## config.mk

```make
export PLATFORM = sky130hd
export DESIGN_NAME = msort_ram
export DESIGN_NICKNAME = d
export VERILOG_FILES = /design/src/rtl/merge_sorter_core_macros.svh /design/src/rtl/msort_ram.sv
export SDC_FILE = /design/constraint.sdc
export NUM_CORES = 2
export LEC_CHECK = 0
export BUFFER_PORTS_ARGS = -buffer_cell sky130_fd_sc_hd__buf_2
export CAP_MARGIN = 20
export CORE_ASPECT_RATIO = 1.5
export CORE_MARGIN = 2
export CORE_UTILIZATION = 50
export CTS_CLUSTER_DIAMETER = 40
export DETAILED_ROUTE_END_ITERATION = 12
export PLACE_DENSITY = 0.64
export SETUP_SLACK_MARGIN = 0.4
export SLEW_MARGIN = 15
export SYNTH_ARGS = -nofsm -noshare
export SYNTH_HDL_FRONTEND = slang
export SYNTH_SLANG_ARGS = --single-unit
```

## constraint.sdc

```tcl
create_clock -name clk -period 3.5 [get_ports clk]
set_input_delay 0.525 -clock clk [delete_from_list [all_inputs] [get_ports clk]]
set_output_delay 0.525 -clock clk [all_outputs]
set_load 0.02 [all_outputs]
```

## src/rtl/merge_sorter_core_macros.svh

```systemverilog
// ----------------------------------------------------------------------------
// merge_sorter_core_macros.svh
// Assertion macros for the merge sorter; compiled out with NO_ASSERTIONS.
// ----------------------------------------------------------------------------
`ifndef MERGE_SORTER_CORE_MACROS_SVH
`define MERGE_SORTER_CORE_MACROS_SVH

`ifndef NO_ASSERTIONS

// same-cycle implication, held off during reset
`define MS_ASSERT_NOW(label, clk, rst_n, ante, cons) \
    label: assert property (@(posedge clk) disable iff (!rst_n) (ante) |-> (cons)) \
        else $error("merge sorter check failed");

// next-cycle implication, held off during reset
`define MS_ASSERT_NEXT(label, clk, rst_n, ante, cons) \
    label: assert property (@(posedge clk) disable iff (!rst_n) (ante) |=> (cons)) \
        else $error("merge sorter check failed");

`else

`define MS_ASSERT_NOW(label, clk, rst_n, ante, cons)
`define MS_ASSERT_NEXT(label, clk, rst_n, ante, cons)

`endif

`endif

```

## src/rtl/msort_ram.sv

```systemverilog
`timescale 1ns / 1ps
// ----------------------------------------------------------------------------
// msort_ram
// Generic RAM: one write port, two read ports, registered read data.
// ----------------------------------------------------------------------------
module msort_ram #(
    parameter int DEPTH = 64,
    parameter int WIDTH = 32
) (
    input  logic                                       clk,
    input  logic                                       we,
    input  logic [((DEPTH > 1) ? $clog2(DEPTH) : 1)-1:0] waddr,
    input  logic [WIDTH-1:0]                           wdata,
    input  logic [((DEPTH > 1) ? $clog2(DEPTH) : 1)-1:0] raddr0,
    input  logic [((DEPTH > 1) ? $clog2(DEPTH) : 1)-1:0] raddr1,
    output logic [WIDTH-1:0]                           rdata0,
    output logic [WIDTH-1:0]                           rdata1
);

    logic [WIDTH-1:0] mem [DEPTH];

    always_ff @(posedge clk)
    begin
        if (we)
        begin
            mem[waddr] <= wdata;
        end
        rdata0 <= mem[raddr0];
        rdata1 <= mem[raddr1];
    end

endmodule

```

==> results_dict.tcl <==
set metrics [dict create \
    power.leakage_nw 34.6 \
    drv_cap 0 \
    finalSetupViolCount 0 \
    critPathKind "in -> reg" \
    critPathMaxStageDelay_ns 1.01 \
    ant_nets 0 \
    wire_per_inst_um 40.1 \
    synth_cell_types 38 \
    yosys_warnings 0 \
    initial_core_util 0.503 \
    r2r_end "rdata0[17]" \
    min_path_type "in -> reg" \
    drcViolationCount 0 \
    path_max_fanout 46 \
    synth_top_area_frac 0.643 \
    rr_startpoint "mem[61][17]" \
    cts_sinks 2112 \
    tightest_slew_ns 1.16 \
    cpMaxStageDelayCell "a221oi_1" \
    timing.final.crit_share 0.746 \
    post_cts_buffers 0 \
    combPwrFrac 0.086 \
    worstPathArrival_ns 3.30 \
    postCtsHoldBufs 0 \
    worst-path-stages 7 \
    synth_seq_area_share 0.656 \
    maxSlewViolCount 0 \
    slew_headroom 0.225 \
    r2r_slack_ns 0.96 \
    vias 52800 \
    finClkSkew_ns 0.0373 \
    antenna_found_initial 31 \
    n_fill_cell 13800 \
    rsz0062_at_grt "no" \
    hpwlAfterDp_um 180000 \
    area_delta_synth_final_pct 14.2 \
    synth_largest_area_cell "edfxtp_1" \
    ys_async_sr_fraction 0 \
    grt_use_total 0.307 \
    die_x_um 361 \
    first_pass_iters 6 \
    clkTransAtPathRegs_ns 0.06 \
    layout_min_cycle_time_ns 2.61 \
    synth_nets 4464 \
    synth_edf_count 2048 \
    fp.coreArea_mm2 0.190 \
    grt_max_degree 65 \
    critPathBufInv 2 \
    finalNetCount 4803 \
    p_sw_frac 0.230 \
    clkPwrFrac 0.412 \
    ir_drop_mv 0.435 \
    final_layout_size_suffix_gt1_frac 0.416 \
    seq_power_share 0.502 \
    port_buffers 115 \
    cp-end-kind "register" \
    syn_area_mm2 0.0957 \
    max_freq_ghz 0.383 \
    clk_path_buf_depth 4 \
    power.total_mw 56.1 \
    drt-total-wl_um 297000 \
    postSynthAreaPerCell_um2 21.7 \
    grt_first_pass_wirelength_um 417000 \
    synthCells 4412 \
    clk_latency_ns 0.87 \
    status "finished, final reports clean" \
    min_from "wdata[24]" \
    hold_viol 0 \
    ctsResizeCount 0 \
    viasPerCell 7.13 \
    io_pins 116 \
    drt_iter0_markers 7222 \
    synth_top_cells_by_area "edfxtp_1 64%, mux4_2 26%, mux2i_1 2.1%, dfxtp_1 1.3%, a22oi_1 0.67%" \
    switchingPower_mw 12.9 \
    yosys_register_bits 2112 \
    gp_congestion 0.828 \
    p_int_mw 43.2 \
    crit_chain "buf_8, buf_12, mux4_2, mux2i_1, a21oi_1, a221oi_1, a211oi_1" \
    cts-root-buf "clkbuf_16" \
    rows 196 \
    die_area_mm2 0.195 \
    h-tree-depth 4 \
    cp.required_ns 4.19 \
    cts_tree "done" \
    tns_ns 0 \
    r2r_cells 5 \
    setup.worst_path.end "rdata0[17]" \
    synth_flop_cell "edfxtp_1" \
    die_h_um 540 \
    worst_hold_slack_ns 0.0769 \
    critPathTopFamily "compound AO/OA/AOI/OAI gates" \
    power.density_mw_per_mm2 514 \
    crit_path_start "raddr0[0]" \
    numCtsBuffers 214 \
    crit_path_start_kind "primary input" \
    grt_pass1_vias 54200 \
    overflow 0 \
]
-- flip-flops by register name (all words and copies together) (netlist names) --
register  cells
mem        2048
rdata0       32
rdata1       32
-- through the flow --
step	std cells	util	setup slack [ns]	area, um^2
final	7409	0.575	0.887	109000
after global routing	7402	0.574	0.904	109000
after CTS	7383	0.573	1.03	109000
after detailed placement	6997	0.536	0.171	102000
after global placement	6997	0.536	0.169	102000
after floorplan	4412	-	0.478	95700
-- power by group through the flow --
stage	sequential [mW]	combinational, mW	clock [mW]
after global placement	28.7	4.71	0
after detailed placement	28.8	4.74	0
after CTS	28.2	4.76	23.4
after global routing	28.2	5.02	24.3
after floorplan	28.7	2.68	0
final	28.2	4.80	23.1
-- cell type report --
cell class | count | area [um^2] | share of cell area
antenna | 13 | 32.5 | 0.000298
clock buffer | 256 | 5740 | 0.0525
clock inverter | 130 | 1300 | 0.0119
inverter | 1 | 3.75 | 0.0000344
multi-input combinational | 1952 | 31700 | 0.290
sequential | 2112 | 62800 | 0.575
tap | 2475 | 3100 | 0.0284
timing repair buffer | 470 | 4590 | 0.0420
-- cells in the final DEF (no fill, tap or decap), drive strengths merged, types with 6 or more instances in the layout --
master    Yosys  routed
nand2b        8       8
o22ai        56      56
a21oi        58      58
a32oi         9       9
mux2i       204     204
dfxtp        64      64
o21ai        49      49
o221ai       16      16
mux2         36      36
nand3         9       9
clkinvlp      0      21
nand2        93      93
edfxtp     2048    2048
a211oi       15      15
buf         212     470
nor2b        19      19
inv           1      21
nand3b        6       6
nor2         94      94
o32a          9       9
clkbuf      135     256
a221oi       13      13
bufinv        0      19
diode         0      13
and2          6       6
a22oi        85      85
o211ai       27      27
mux4       1124    1124
clkinv        0      70
-- routing by layer --
metal	part of all wire	GRT usage	wire, um
met2	0.49	0.499	146000
met3	0.10	0.0632	29800
met4	0.041	0.112	12300
met1	0.37	0.413	109000
met5	0.00032	0	94
-- cells in the mapped netlist, types with 3 or more instances --
| cell type | instances |
|---|---|
| or2_2 | 3 |
| edfxtp_1 | 2048 |
| mux2_2 | 36 |
| nor3_1 | 3 |
| a211oi_1 | 15 |
| a21oi_1 | 58 |
| nand3_1 | 9 |
| o32a_1 | 9 |
| nand3b_1 | 6 |
| buf_6 | 11 |
| a32oi_1 | 9 |
| buf_1 | 25 |
| a221oi_1 | 13 |
| clkbuf_1 | 135 |
| and2_1 | 6 |
| o21ai_1 | 31 |
| nand2_1 | 93 |
| a22oi_1 | 85 |
| buf_4 | 55 |
| mux4_2 | 1124 |
| o211ai_1 | 27 |
| o221ai_1 | 16 |
| nand2b_1 | 8 |
| nor2_1 | 94 |
| nor2b_1 | 19 |
| mux2i_1 | 204 |
| dfxtp_1 | 64 |
| o22ai_1 | 56 |
| o21ai_0 | 18 |
| buf_2 | 121 |
-- worst min-delay path by stage --
stage	to	slack, ns	cells past startpoint
after floorplan	mem[0][0]	0.62	0
after global placement	rdata1[5]	0.89	4
after detailed placement	rdata1[5]	0.90	4
after CTS	rdata1[16]	0.13	3
after global routing	mem[21][24]	0.06	1
final	mem[17][24]	0.08	1
-- kinds of logic after synthesis --
kind of cell / count (synthesis) / share of synthesized area
compound gates: 340 / 0.0239
buf+inv: 348 / 0.0183
flops: 2112 / 0.656
mux: 1364 / 0.290
simple gates: 248 / 0.0113
Note: power is estimated with default switching activity, not from simulation.
