$ cat src/rtl/merge_sorter_core_macros.svh
// ----------------------------------------------------------------------------
// merge_sorter_core_macros.svh
// Assertion macros for the merge sorter; compiled out with NO_ASSERTIONS.
// ----------------------------------------------------------------------------
`ifndef MERGE_SORTER_CORE_MACROS_SVH
`define MERGE_SORTER_CORE_MACROS_SVH

`ifndef NO_ASSERTIONS

// same-cycle implication, held off during reset
`define MS_ASSERT_NOW(label, clk, rst_n, ante, cons) \
    label: assert property (@(posedge clk) disable iff (!rst_n) (ante) |-> (cons)) \
        else $error("merge sorter check failed");

// next-cycle implication, held off during reset
`define MS_ASSERT_NEXT(label, clk, rst_n, ante, cons) \
    label: assert property (@(posedge clk) disable iff (!rst_n) (ante) |=> (cons)) \
        else $error("merge sorter check failed");

`else

`define MS_ASSERT_NOW(label, clk, rst_n, ante, cons)
`define MS_ASSERT_NEXT(label, clk, rst_n, ante, cons)

`endif

`endif

$ cat src/rtl/msort_pkg.sv
`timescale 1ns / 1ps
// ----------------------------------------------------------------------------
// msort_pkg
// Shared constants and types of the merge sorter.
// ----------------------------------------------------------------------------
package msort_pkg;

    localparam int MAX_ITEMS = 64;
    localparam int DATA_W    = 32;
    localparam int ADDR_W    = (MAX_ITEMS > 1) ? $clog2(MAX_ITEMS) : 1;
    localparam int CNT_W     = $clog2(MAX_ITEMS + 1);
    localparam int SUM_W     = CNT_W + 2;

    localparam logic [CNT_W-1:0] MAX_CNT = CNT_W'(MAX_ITEMS);

    typedef struct packed {
        logic signed [DATA_W-1:0] value;
        logic                     last_in;
    } in_t;

    typedef struct packed {
        logic signed [DATA_W-1:0] sorted_value;
        logic                     last_out;
    } out_t;

    // one write port per bank, read addresses shared by both banks
    typedef struct packed {
        logic              we_a;
        logic              we_b;
        logic [ADDR_W-1:0] waddr;
        logic [DATA_W-1:0] wdata;
        logic [ADDR_W-1:0] raddr0;
        logic [ADDR_W-1:0] raddr1;
    } mem_req_t;

    typedef struct packed {
        logic [DATA_W-1:0] a0;
        logic [DATA_W-1:0] a1;
        logic [DATA_W-1:0] b0;
        logic [DATA_W-1:0] b1;
    } mem_rsp_t;

endpackage

$ cat src/rtl/msort_ctrl.sv
`timescale 1ns / 1ps
// ----------------------------------------------------------------------------
// msort_ctrl
// Load, bottom-up merge passes between two banks, and sorted read-out.
// ----------------------------------------------------------------------------
module msort_ctrl (
    input  logic               clk,
    input  logic               rst_n,
    input  logic               start,
    input  msort_pkg::in_t     item,
    output logic               busy,
    output logic               result_valid,
    output msort_pkg::out_t    result,
    output msort_pkg::mem_req_t req,
    input  msort_pkg::mem_rsp_t rsp
);

    localparam int CW = msort_pkg::CNT_W;
    localparam int SW = msort_pkg::SUM_W;
    localparam int AW = msort_pkg::ADDR_W;

    localparam logic [2:0] S_IDLE = 3'd0;
    localparam logic [2:0] S_RUN  = 3'd1;
    localparam logic [2:0] S_RD   = 3'd2;
    localparam logic [2:0] S_CMP  = 3'd3;
    localparam logic [2:0] S_EMIT = 3'd4;

    logic [2:0]    state_reg, state_next;
    logic [CW-1:0] cnt_reg, cnt_next;
    logic [CW:0]   width_reg, width_next;
    logic [CW-1:0] lo_reg, lo_next;
    logic [CW-1:0] mid_reg, mid_next;
    logic [CW-1:0] hi_reg, hi_next;
    logic [CW-1:0] i_reg, i_next;
    logic [CW-1:0] j_reg, j_next;
    logic [CW-1:0] k_reg, k_next;
    logic          src_sel_reg, src_sel_next;
    logic          rd_valid_reg, rd_valid_next;
    logic          rd_last_reg, rd_last_next;
    logic          rd_sel_reg, rd_sel_next;
    logic          result_valid_reg;
    msort_pkg::out_t result_reg, result_next;

    logic [SW-1:0] n_w, mid_sum, hi_sum, width2;
    logic [CW-1:0] mid_c, hi_c, k_inc, cnt_load;
    logic [msort_pkg::DATA_W-1:0] head_a, head_b;
    logic          room, take_left;

    assign n_w      = SW'(cnt_reg);
    assign mid_sum  = SW'(lo_reg) + SW'(width_reg);
    assign hi_sum   = SW'(lo_reg) + {width_reg, 1'b0};
    assign width2   = {width_reg, 1'b0};
    assign mid_c    = (mid_sum > n_w) ? cnt_reg : mid_sum[CW-1:0];
    assign hi_c     = (hi_sum > n_w) ? cnt_reg : hi_sum[CW-1:0];
    assign k_inc    = k_reg + CW'(1);
    assign room     = (cnt_reg < msort_pkg::MAX_CNT);
    assign cnt_load = cnt_reg + CW'(room);

    assign head_a = src_sel_reg ? rsp.b0 : rsp.a0;
    assign head_b = src_sel_reg ? rsp.b1 : rsp.a1;

    // stable: left run wins ties
    assign take_left = (i_reg < mid_reg) &&
                       ((j_reg >= hi_reg) || ($signed(head_a) <= $signed(head_b)));

    always_comb
    begin
        state_next   = state_reg;
        cnt_next     = cnt_reg;
        width_next   = width_reg;
        lo_next      = lo_reg;
        mid_next     = mid_reg;
        hi_next      = hi_reg;
        i_next       = i_reg;
        j_next       = j_reg;
        k_next       = k_reg;
        src_sel_next = src_sel_reg;
        rd_valid_next = 1'b0;
        rd_last_next = rd_last_reg;
        rd_sel_next  = rd_sel_reg;
        req          = '0;

        unique case (state_reg)
            S_IDLE:
            begin
                if (start)
                begin
                    if (room)
                    begin
                        req.we_a  = 1'b1;
                        req.waddr = cnt_reg[AW-1:0];
                        req.wdata = item.value;
                    end
                    cnt_next = cnt_load;
                    if (item.last_in)
                    begin
                        src_sel_next = 1'b0;
                        width_next   = (CW + 1)'(1);
                        lo_next      = '0;
                        k_next       = '0;
                        state_next   = (cnt_load > CW'(1)) ? S_RUN : S_EMIT;
                    end
                end
            end
            S_RUN:
            begin
                mid_next   = mid_c;
                hi_next    = hi_c;
                i_next     = lo_reg;
                j_next     = mid_c;
                k_next     = lo_reg;
                state_next = S_RD;
            end
            S_RD:
            begin
                req.raddr0 = i_reg[AW-1:0];
                req.raddr1 = j_reg[AW-1:0];
                state_next = S_CMP;
            end
            S_CMP:
            begin
                req.we_a  = src_sel_reg;
                req.we_b  = !src_sel_reg;
                req.waddr = k_reg[AW-1:0];
                req.wdata = take_left ? head_a : head_b;
                if (take_left)
                begin
                    i_next = i_reg + CW'(1);
                end
                else
                begin
                    j_next = j_reg + CW'(1);
                end
                k_next = k_inc;
                if (k_inc == hi_reg)
                begin
                    if (hi_reg == cnt_reg)
                    begin
                        src_sel_next = !src_sel_reg;
                        width_next   = width2[CW:0];
                        lo_next      = '0;
                        if (width2 >= n_w)
                        begin
                            k_next     = '0;
                            state_next = S_EMIT;
                        end
                        else
                        begin
                            state_next = S_RUN;
                        end
                    end
                    else
                    begin
                        lo_next    = hi_reg;
                        state_next = S_RUN;
                    end
                end
                else
                begin
                    state_next = S_RD;
                end
            end
            S_EMIT:
            begin
                req.raddr0    = k_reg[AW-1:0];
                rd_valid_next = 1'b1;
                rd_last_next  = (k_inc == cnt_reg);
                rd_sel_next   = src_sel_reg;
                k_next        = k_inc;
                if (k_inc == cnt_reg)
                begin
                    cnt_next     = '0;
                    src_sel_next = 1'b0;
                    state_next   = S_IDLE;
                end
            end
            default:
            begin
                state_next = S_IDLE;
            end
        endcase
    end

    always_comb
    begin
        result_next.sorted_value = rd_sel_reg ? rsp.b0 : rsp.a0;
        result_next.last_out     = rd_last_reg;
    end

    always_ff @(posedge clk or negedge rst_n)
    begin
        if (!rst_n)
        begin
            state_reg        <= S_IDLE;
            cnt_reg          <= '0;
            width_reg        <= '0;
            lo_reg           <= '0;
            mid_reg          <= '0;
            hi_reg           <= '0;
            i_reg            <= '0;
            j_reg            <= '0;
            k_reg            <= '0;
            src_sel_reg      <= 1'b0;
            rd_valid_reg     <= 1'b0;
            rd_last_reg      <= 1'b0;
            rd_sel_reg       <= 1'b0;
            result_valid_reg <= 1'b0;
        end
        else
        begin
            state_reg        <= state_next;
            cnt_reg          <= cnt_next;
            width_reg        <= width_next;
            lo_reg           <= lo_next;
            mid_reg          <= mid_next;
            hi_reg           <= hi_next;
            i_reg            <= i_next;
            j_reg            <= j_next;
            k_reg            <= k_next;
            src_sel_reg      <= src_sel_next;
            rd_valid_reg     <= rd_valid_next;
            rd_last_reg      <= rd_last_next;
            rd_sel_reg       <= rd_sel_next;
            result_valid_reg <= rd_valid_reg;
        end
    end

    always_ff @(posedge clk)
    begin
        result_reg <= result_next;
    end

    assign busy         = (state_reg != S_IDLE);
    assign result_valid = result_valid_reg;
    assign result       = result_reg;

endmodule

$ cat config.mk
export PLATFORM = sky130hd
export DESIGN_NAME = msort_ctrl
export DESIGN_NICKNAME = d
export VERILOG_FILES = /design/src/rtl/merge_sorter_core_macros.svh /design/src/rtl/msort_pkg.sv /design/src/rtl/msort_ctrl.sv
export SDC_FILE = /design/constraint.sdc
export NUM_CORES = 1
export LEC_CHECK = 0
export BUFFER_PORTS_ARGS = -buffer_cell sky130_fd_sc_hd__buf_2
export CAP_MARGIN = 20
export CORE_ASPECT_RATIO = 1.2
export CORE_MARGIN = 4
export CORE_UTILIZATION = 48
export DETAILED_ROUTE_END_ITERATION = 10
export PLACE_DENSITY = 0.79
export SYNTH_ARGS = -nofsm -noshare
export SYNTH_HDL_FRONTEND = slang
export SYNTH_SLANG_ARGS = --single-unit
$ cat constraint.sdc
create_clock -name clk -period 4.5 [get_ports clk]
set_clock_uncertainty 0.15 [all_clocks]
set_input_delay 0.45 -clock clk [delete_from_list [all_inputs] [get_ports clk]]
set_output_delay 0.45 -clock clk [all_outputs]
set_load 0.02 [all_outputs]
==> qor.csv, run 1 <==
stage;metric;value;unit
cts;CTS tree;built;
critical_path;Critical Path Max Stage Delay;0.54;ns
synth;largest cells by area after synthesis;dfrtp_1, ha_1, mux2_2, dfxtp_1, mux2i_1;
synth;asr flop ratio synth;66.3;%
critical_path;CP Max Fanout;34;
finish;Filler Cell Count;1297;
power;Max VDD drop;422;µV
critical_path;Critical Path, Cell by Cell;buf_12 -> mux2i_1 -> ha_4 -> nand4_1 -> nor2_1 -> a221o_1 -> a211o_1 -> or4b_1 -> and3_4 -> buf_12 -> nand2_1 -> o21ai_1 -> a22o_1 -> buf_2;
critical_path;reg-to-reg endpoint;j_reg[4];
outcome;status;finished with violations;
timing;Final Cycle Share;102;%
route;Iter 0 DRT Violations;677;
synth;Most used DFF post-synth;dfrtp_1;
timing;Worst-Margin Slew;1.05;ns
synth;Synth top area share;20.2;%
cts;Root Buffer;clkbuf_16;
place;post-DP HPWL;21100;µm
timing;setup ws final;-0.0890;ns
synth;Post-synth EDFFs;0;
synth;post-synthesis cell count;917;
power;leak pwr;4.91;nW
critical_path;WS Path Type;reg -> out;
route;DRC viols;0;
timing;setup violators final;24;
die;row cnt;51;
timing;RSZ-0062 raised after global routing;yes;
critical_path;Crit-path slowest cell;dfrtp_4;
critical_path;Crit. End Element;output port;
cts;clk_lat worst skew;0.35;ns
cts;Reg clk slew, reported paths;0.07;ns
finish;most common cell after layout, fill and taps aside;buf_2;
route;via count;8408;
critical_path;critical path required time;3.90;ns
critical_path;CP Launch Type;register;
cts;# clock sinks;98;
finish;Layout Nets;1410;
synth;sequential area share after synthesis;28.4;%
power;Cell Pwr Density;709;nW/µm²
outcome;failing checks;negative setup slack;
synth;Post-Syn Area;8060;µm²
grt;GRT Util Overall;27.5;%
timing;setup TNS;-0.530;ns
grt;GRT overflow;0;
flow_run;Max Cap Viol;0;
timing;min Tclk post-route;4.59;ns
grt;vias in the first global route;7678;
place;gpl congestion;0.934;
die;Core Area;16300;µm²
synth;mean post-synth cell area;8.79;µm²
critical_path;worst r2r src;width_reg[0];
critical_path;cell depth of the worst flop-to-flop path;17;
finish;most frequent cells in the layout;buf_2, nand2_1, ha_1;
critical_path;flop2flop setup slack;0.37;ns
cts;TritonCTS buffer count;9;
timing;pins over their slew limit;0;
route;Avg WL per Cell;20.9;µm
synth;Yosys cell types;61;
die;Total Die Area;18900;µm²
route;Via density;6.09;
grt;initial antenna violation count;2;
critical_path;crit path DAT;3.99;ns
timing;Rel. slew slack;30.1;%
cts;worst-case clock buffer depth;2;
die;Initial Util;49.4;%
synth;synth warn;0;
synth;syn_nets;1166;
finish;Largest register FFs;33;
timing;Hold WS;0.0880;ns
die;Die W;126;µm
synth;Yosys reg bits;98;
route;Initial DRT Pass Iterations;5;
critical_path;Most common cell on crit path;buf_12;
die;Ports;251;
route;drt total wl;28900;µm
place;IO buf count;250;
grt;global-route wire length before repair;40900;µm
timing;final hold vios;0;
synth;cell taking the most area after synthesis;dfrtp_1;
die;Die Height;150;µm
cts;Hold-fix buffers, CTS;0;
cts;H-tree depth;3;
route;Final ANT Viol Nets;0;
timing;Peak Freq;218;MHz
finish;Area growth, synth to finish;28.8;%
finish;layout cells sized above 1;34.7;%
grt;largest net degree at the start of global routing;42;
hold_path;HP Class;in -> async;
-- cell usage after synthesis (all sizes together), types with 7 or more instances --
master  instances
o22ai          13
o31ai           7
nand3          22
nand2         110
a22oi           8
a21oi          42
nor3           11
xnor2          28
nand4          17
nor2b           7
ha             83
xor2           10
dfxtp          33
mux2           64
mux2i          51
o21ai          82
dfrtp          65
and3            7
buf            13
clkbuf         42
and2            7
a22o           45
nand2b         10
inv            32
nor2           35
a21o           14
-- kinds of logic (layout without fill, tap and decap cells) --
group / Yosys count / after routing / synth area share [%]
AO/OA/AOI/OAI: 251 / 251 / 20.4
XOR/XNOR: 38 / 38 / 4.13
adder cells (fa/ha/maj): 85 / 85 / 13.4
buffers and inverters: 87 / 336 / 4.33
flip-flops: 98 / 98 / 28.4
multiplexers: 115 / 115 / 15.3
other: 0 / 3 / 0
AND/OR/NAND/NOR: 243 / 243 / 14.1
-- stage by stage --
stage          setup slack, ns  power, mW  instances  utilization, %  instance area, µm²
2_1_floorplan           0.0229       4.88        917               -                8060
3_3_place_gp            0.0418       6.06       1344            58.4                9550
3_5_place_dp          0.000498       6.16       1344            58.4                9550
4_1_cts                0.00195       7.02       1363            60.6                9910
5_1_grt                 -0.224       7.88       1380            63.6               10400
6_report               -0.0890       7.37       1381            63.6               10400
-- worst max path at each step --
stage                      from       to  slack (ns)  cells after the start
finish              src_sel_reg  req[36]       -0.09                     14
global route        src_sel_reg  req[36]       -0.22                     15
CTS                 src_sel_reg  req[20]       0.002                     14
detailed placement  src_sel_reg  req[24]      0.0005                     13
global placement    src_sel_reg  req[24]        0.04                     13
floorplan           src_sel_reg  req[12]        0.02                     15
-- worst max-delay path: cells and delay by family, from the launching register on --
family / cells / cell delay (ns)
simple gates: 5 / 0.97
buf+inv: 3 / 0.48
compound gates: 4 / 0.90
flops: 1 / 0.54
fa+ha+maj: 1 / 0.29
mux: 1 / 0.44
-- repair_timing --
action | CTS | global route
pin swaps | 1 | 5
setup endpoints to repair | 32 | 32
cloned | 0 | 3
buffers inserted | 3 | 11
gates resized for setup | 11 | 63
-- layer usage --
| layer | global-route usage [%] | wire length, µm |
|---|---|---|
| met5 | 0 | 0 |
| met4 | 12.2 | 1350 |
| met3 | 6.00 | 2480 |
| met2 | 49.1 | 14600 |
| met1 | 31.4 | 10400 |
-- cell type report --
cell class,count,area [µm²],area share [%]
Antenna cell,3,7.51,0.0723
Clock buffer,13,272,2.61
Clock inverter,3,20.0,0.193
Inverter,32,120,1.16
Multi-Input combinational cell,732,5720,55.1
Sequential cell,98,2290,22.1
Tap cell,212,265,2.55
Timing Repair Buffer,288,1690,16.3
-- power by group --
group	switching, mW	total (mW)	internal (mW)
sequential	0.359	1.45	1.09
clock	0.354	0.779	0.426
combinational	3.01	5.13	2.13
total	3.72	7.37	3.64
Note: power is estimated with default switching activity, not from simulation.
==> run 2, diff against run 1 <==
--- a/config.mk
+++ b/config.mk
@@ -12,6 +12,7 @@
 export CORE_UTILIZATION = 48
 export DETAILED_ROUTE_END_ITERATION = 10
 export PLACE_DENSITY = 0.79
+export SKIP_CTS_REPAIR_TIMING = 1
 export SYNTH_ARGS = -nofsm -noshare
 export SYNTH_HDL_FRONTEND = slang
 export SYNTH_SLANG_ARGS = --single-unit
==> qor.csv, run 2 (same netlist as run 1, synthesis figures left out) <==
stage;metric;value;unit
critical_path;Critical Path Max Stage Delay;0.51;ns
power;Final Power;7.29;mW
route;Avg WL per Cell;20.4;µm
timing;min Tclk post-route;4.52;ns
grt;GRT overflow;0;
timing;Final Cycle Share;101;%
finish;Layout Nets;1410;
finish;post-route cell area;10300;µm²
outcome;status;finished with violations;
critical_path;Critical Path, Cell by Cell;buf_12 -> mux2_2 -> ha_1 -> nand4_1 -> nor2_1 -> a221o_1 -> a211o_1 -> or4b_1 -> and3_4 -> buf_12 -> nand2_1 -> o21ai_1 -> a22o_1 -> buf_2;
critical_path;CP delay by family, top;simple AND/OR/NAND/NOR gates;
power;Cell Pwr Density;710;nW/µm²
cts;H-tree depth;3;
timing;pins over their slew limit;0;
flow_run;Max Cap Viol;0;
grt;vias in the first global route;7671;
power;leak pwr;4.89;nW
timing;setup TNS;-0.118;ns
finish;most frequent cells in the layout;buf_2, nand2_1, ha_1;
grt;global-route wire length before repair;40800;µm
critical_path;flop2flop setup slack;0.39;ns
place;placed cell area;9550;µm²
critical_path;critical path required time;3.90;ns
critical_path;Crit. End Element;output port;
timing;Peak Freq;221;MHz
die;Total Die Area;18900;µm²
die;row cnt;51;
timing;Hold WS;0.0834;ns
critical_path;worst path buffer plus inverter count;3;
power;Max VDD drop;419;µV
critical_path;WS Path Type;reg -> out;
timing;Rel. slew slack;29.9;%
die;Initial Util;49.4;%
route;via count;8295;
die;Ports;251;
critical_path;Crit-path slowest cell;dfrtp_4;
route;drt total wl;28100;µm
timing;setup violators final;10;
grt;GRT Util Overall;27.3;%
cts;worst-case clock buffer depth;2;
die;Die Height;150;µm
cts;Root Buffer;clkbuf_16;
timing;setup ws final;-0.0248;ns
finish;Final Core Density;62.9;%
critical_path;CP Launch Type;register;
grt;largest net degree at the start of global routing;42;
die;Die W;126;µm
cts;TritonCTS buffer count;9;
cts;# clock sinks;98;
timing;RSZ-0062 raised after global routing;yes;
critical_path;Most common cell on crit path;buf_12;
place;IO buf count;250;
die;Core Area;16300;µm²
cts;CTS tree;built;
route;Final ANT Viol Nets;0;
finish;Area growth, synth to finish;27.4;%
cts;clk_lat worst skew;0.36;ns
grt;initial antenna violation count;0;
timing;final hold vios;0;
finish;most common cell after layout, fill and taps aside;buf_2;
cts;Reg clk slew, reported paths;0.07;ns
timing;Worst-Margin Slew;1.05;ns
critical_path;CP Max Fanout;34;
outcome;failing checks;negative setup slack;
critical_path;crit path DAT;3.92;ns
place;post-DP HPWL;21100;µm
place;gpl congestion;0.934;
finish;ant diodes;0;
finish;Largest register FFs;33;
hold_path;HP Class;in -> async;
route;Via density;6.02;
route;Iter 0 DRT Violations;575;
finish;layout cells sized above 1;34.6;%
route;DRC viols;0;
route;Initial DRT Pass Iterations;6;
==> run 2: cell count changes in the layout (fill, tap and decap cells not counted), sizes merged <==
cell | before | now
diode | 3 | 0
buf | 285 | 286
clkbuf | 16 | 15
==> run 2: path summary, 6_finish.rpt <==
check | start | end | cells after the start
max | src_sel_reg | req[37] | 14
min | rst_n | j_reg[4] | 1
max reg2reg | width_reg[0] | j_reg[4] | 17
min reg2reg | rd_valid_reg | result_valid | 0
max in group asynchronous | rst_n | src_sel_reg | 2
min in group clk | rsp[34] | result[3] | 2
==> run 2: worst register-to-register path, delay by kind of cell (launching register included) <==
family	cells	cell delay (ns)
flip-flops	1	0.46
adder cells (fa/ha/maj)	3	0.95
XOR/XNOR	1	0.25
AO/OA/AOI/OAI	9	1.50
multiplexers	1	0.36
AND/OR/NAND/NOR	2	0.26
buffers and inverters	1	0.07
==> run 2: stage by stage <==
stage	instances	setup slack [ns]
final	1378	-0.0248
after global routing	1378	-0.147
after CTS	1360	-0.382
after detailed placement	1344	0.000498
after global placement	1344	0.0418
after floorplan	917	0.0229
==> run 2: area by class of cell <==
cell class	count	area [µm²]
inverter	32	120
fill	1328	6070
timing repair buffer	288	1660
sequential	98	2290
multi-input combinational	732	5640
clock buffer	13	272
clock inverter	3	20.0
tap	212	265
==> run 2: routing by layer <==
layer  up-vias  global-route usage [%]  routed length [µm]
met5         -                       0                   0
met4         0                    11.5                1210
met3       100                    5.96                2340
met2       472                    49.2               14300
met1      3877                    31.2               10200
li1       3846                       -                   -
==> run 2: power breakdown <==
group	internal, mW	switching (mW)	leakage [nW]	total [mW]
clock	0.426	0.358	0.145	0.784
sequential	1.09	0.355	1.13	1.45
combinational	2.10	2.96	3.61	5.06
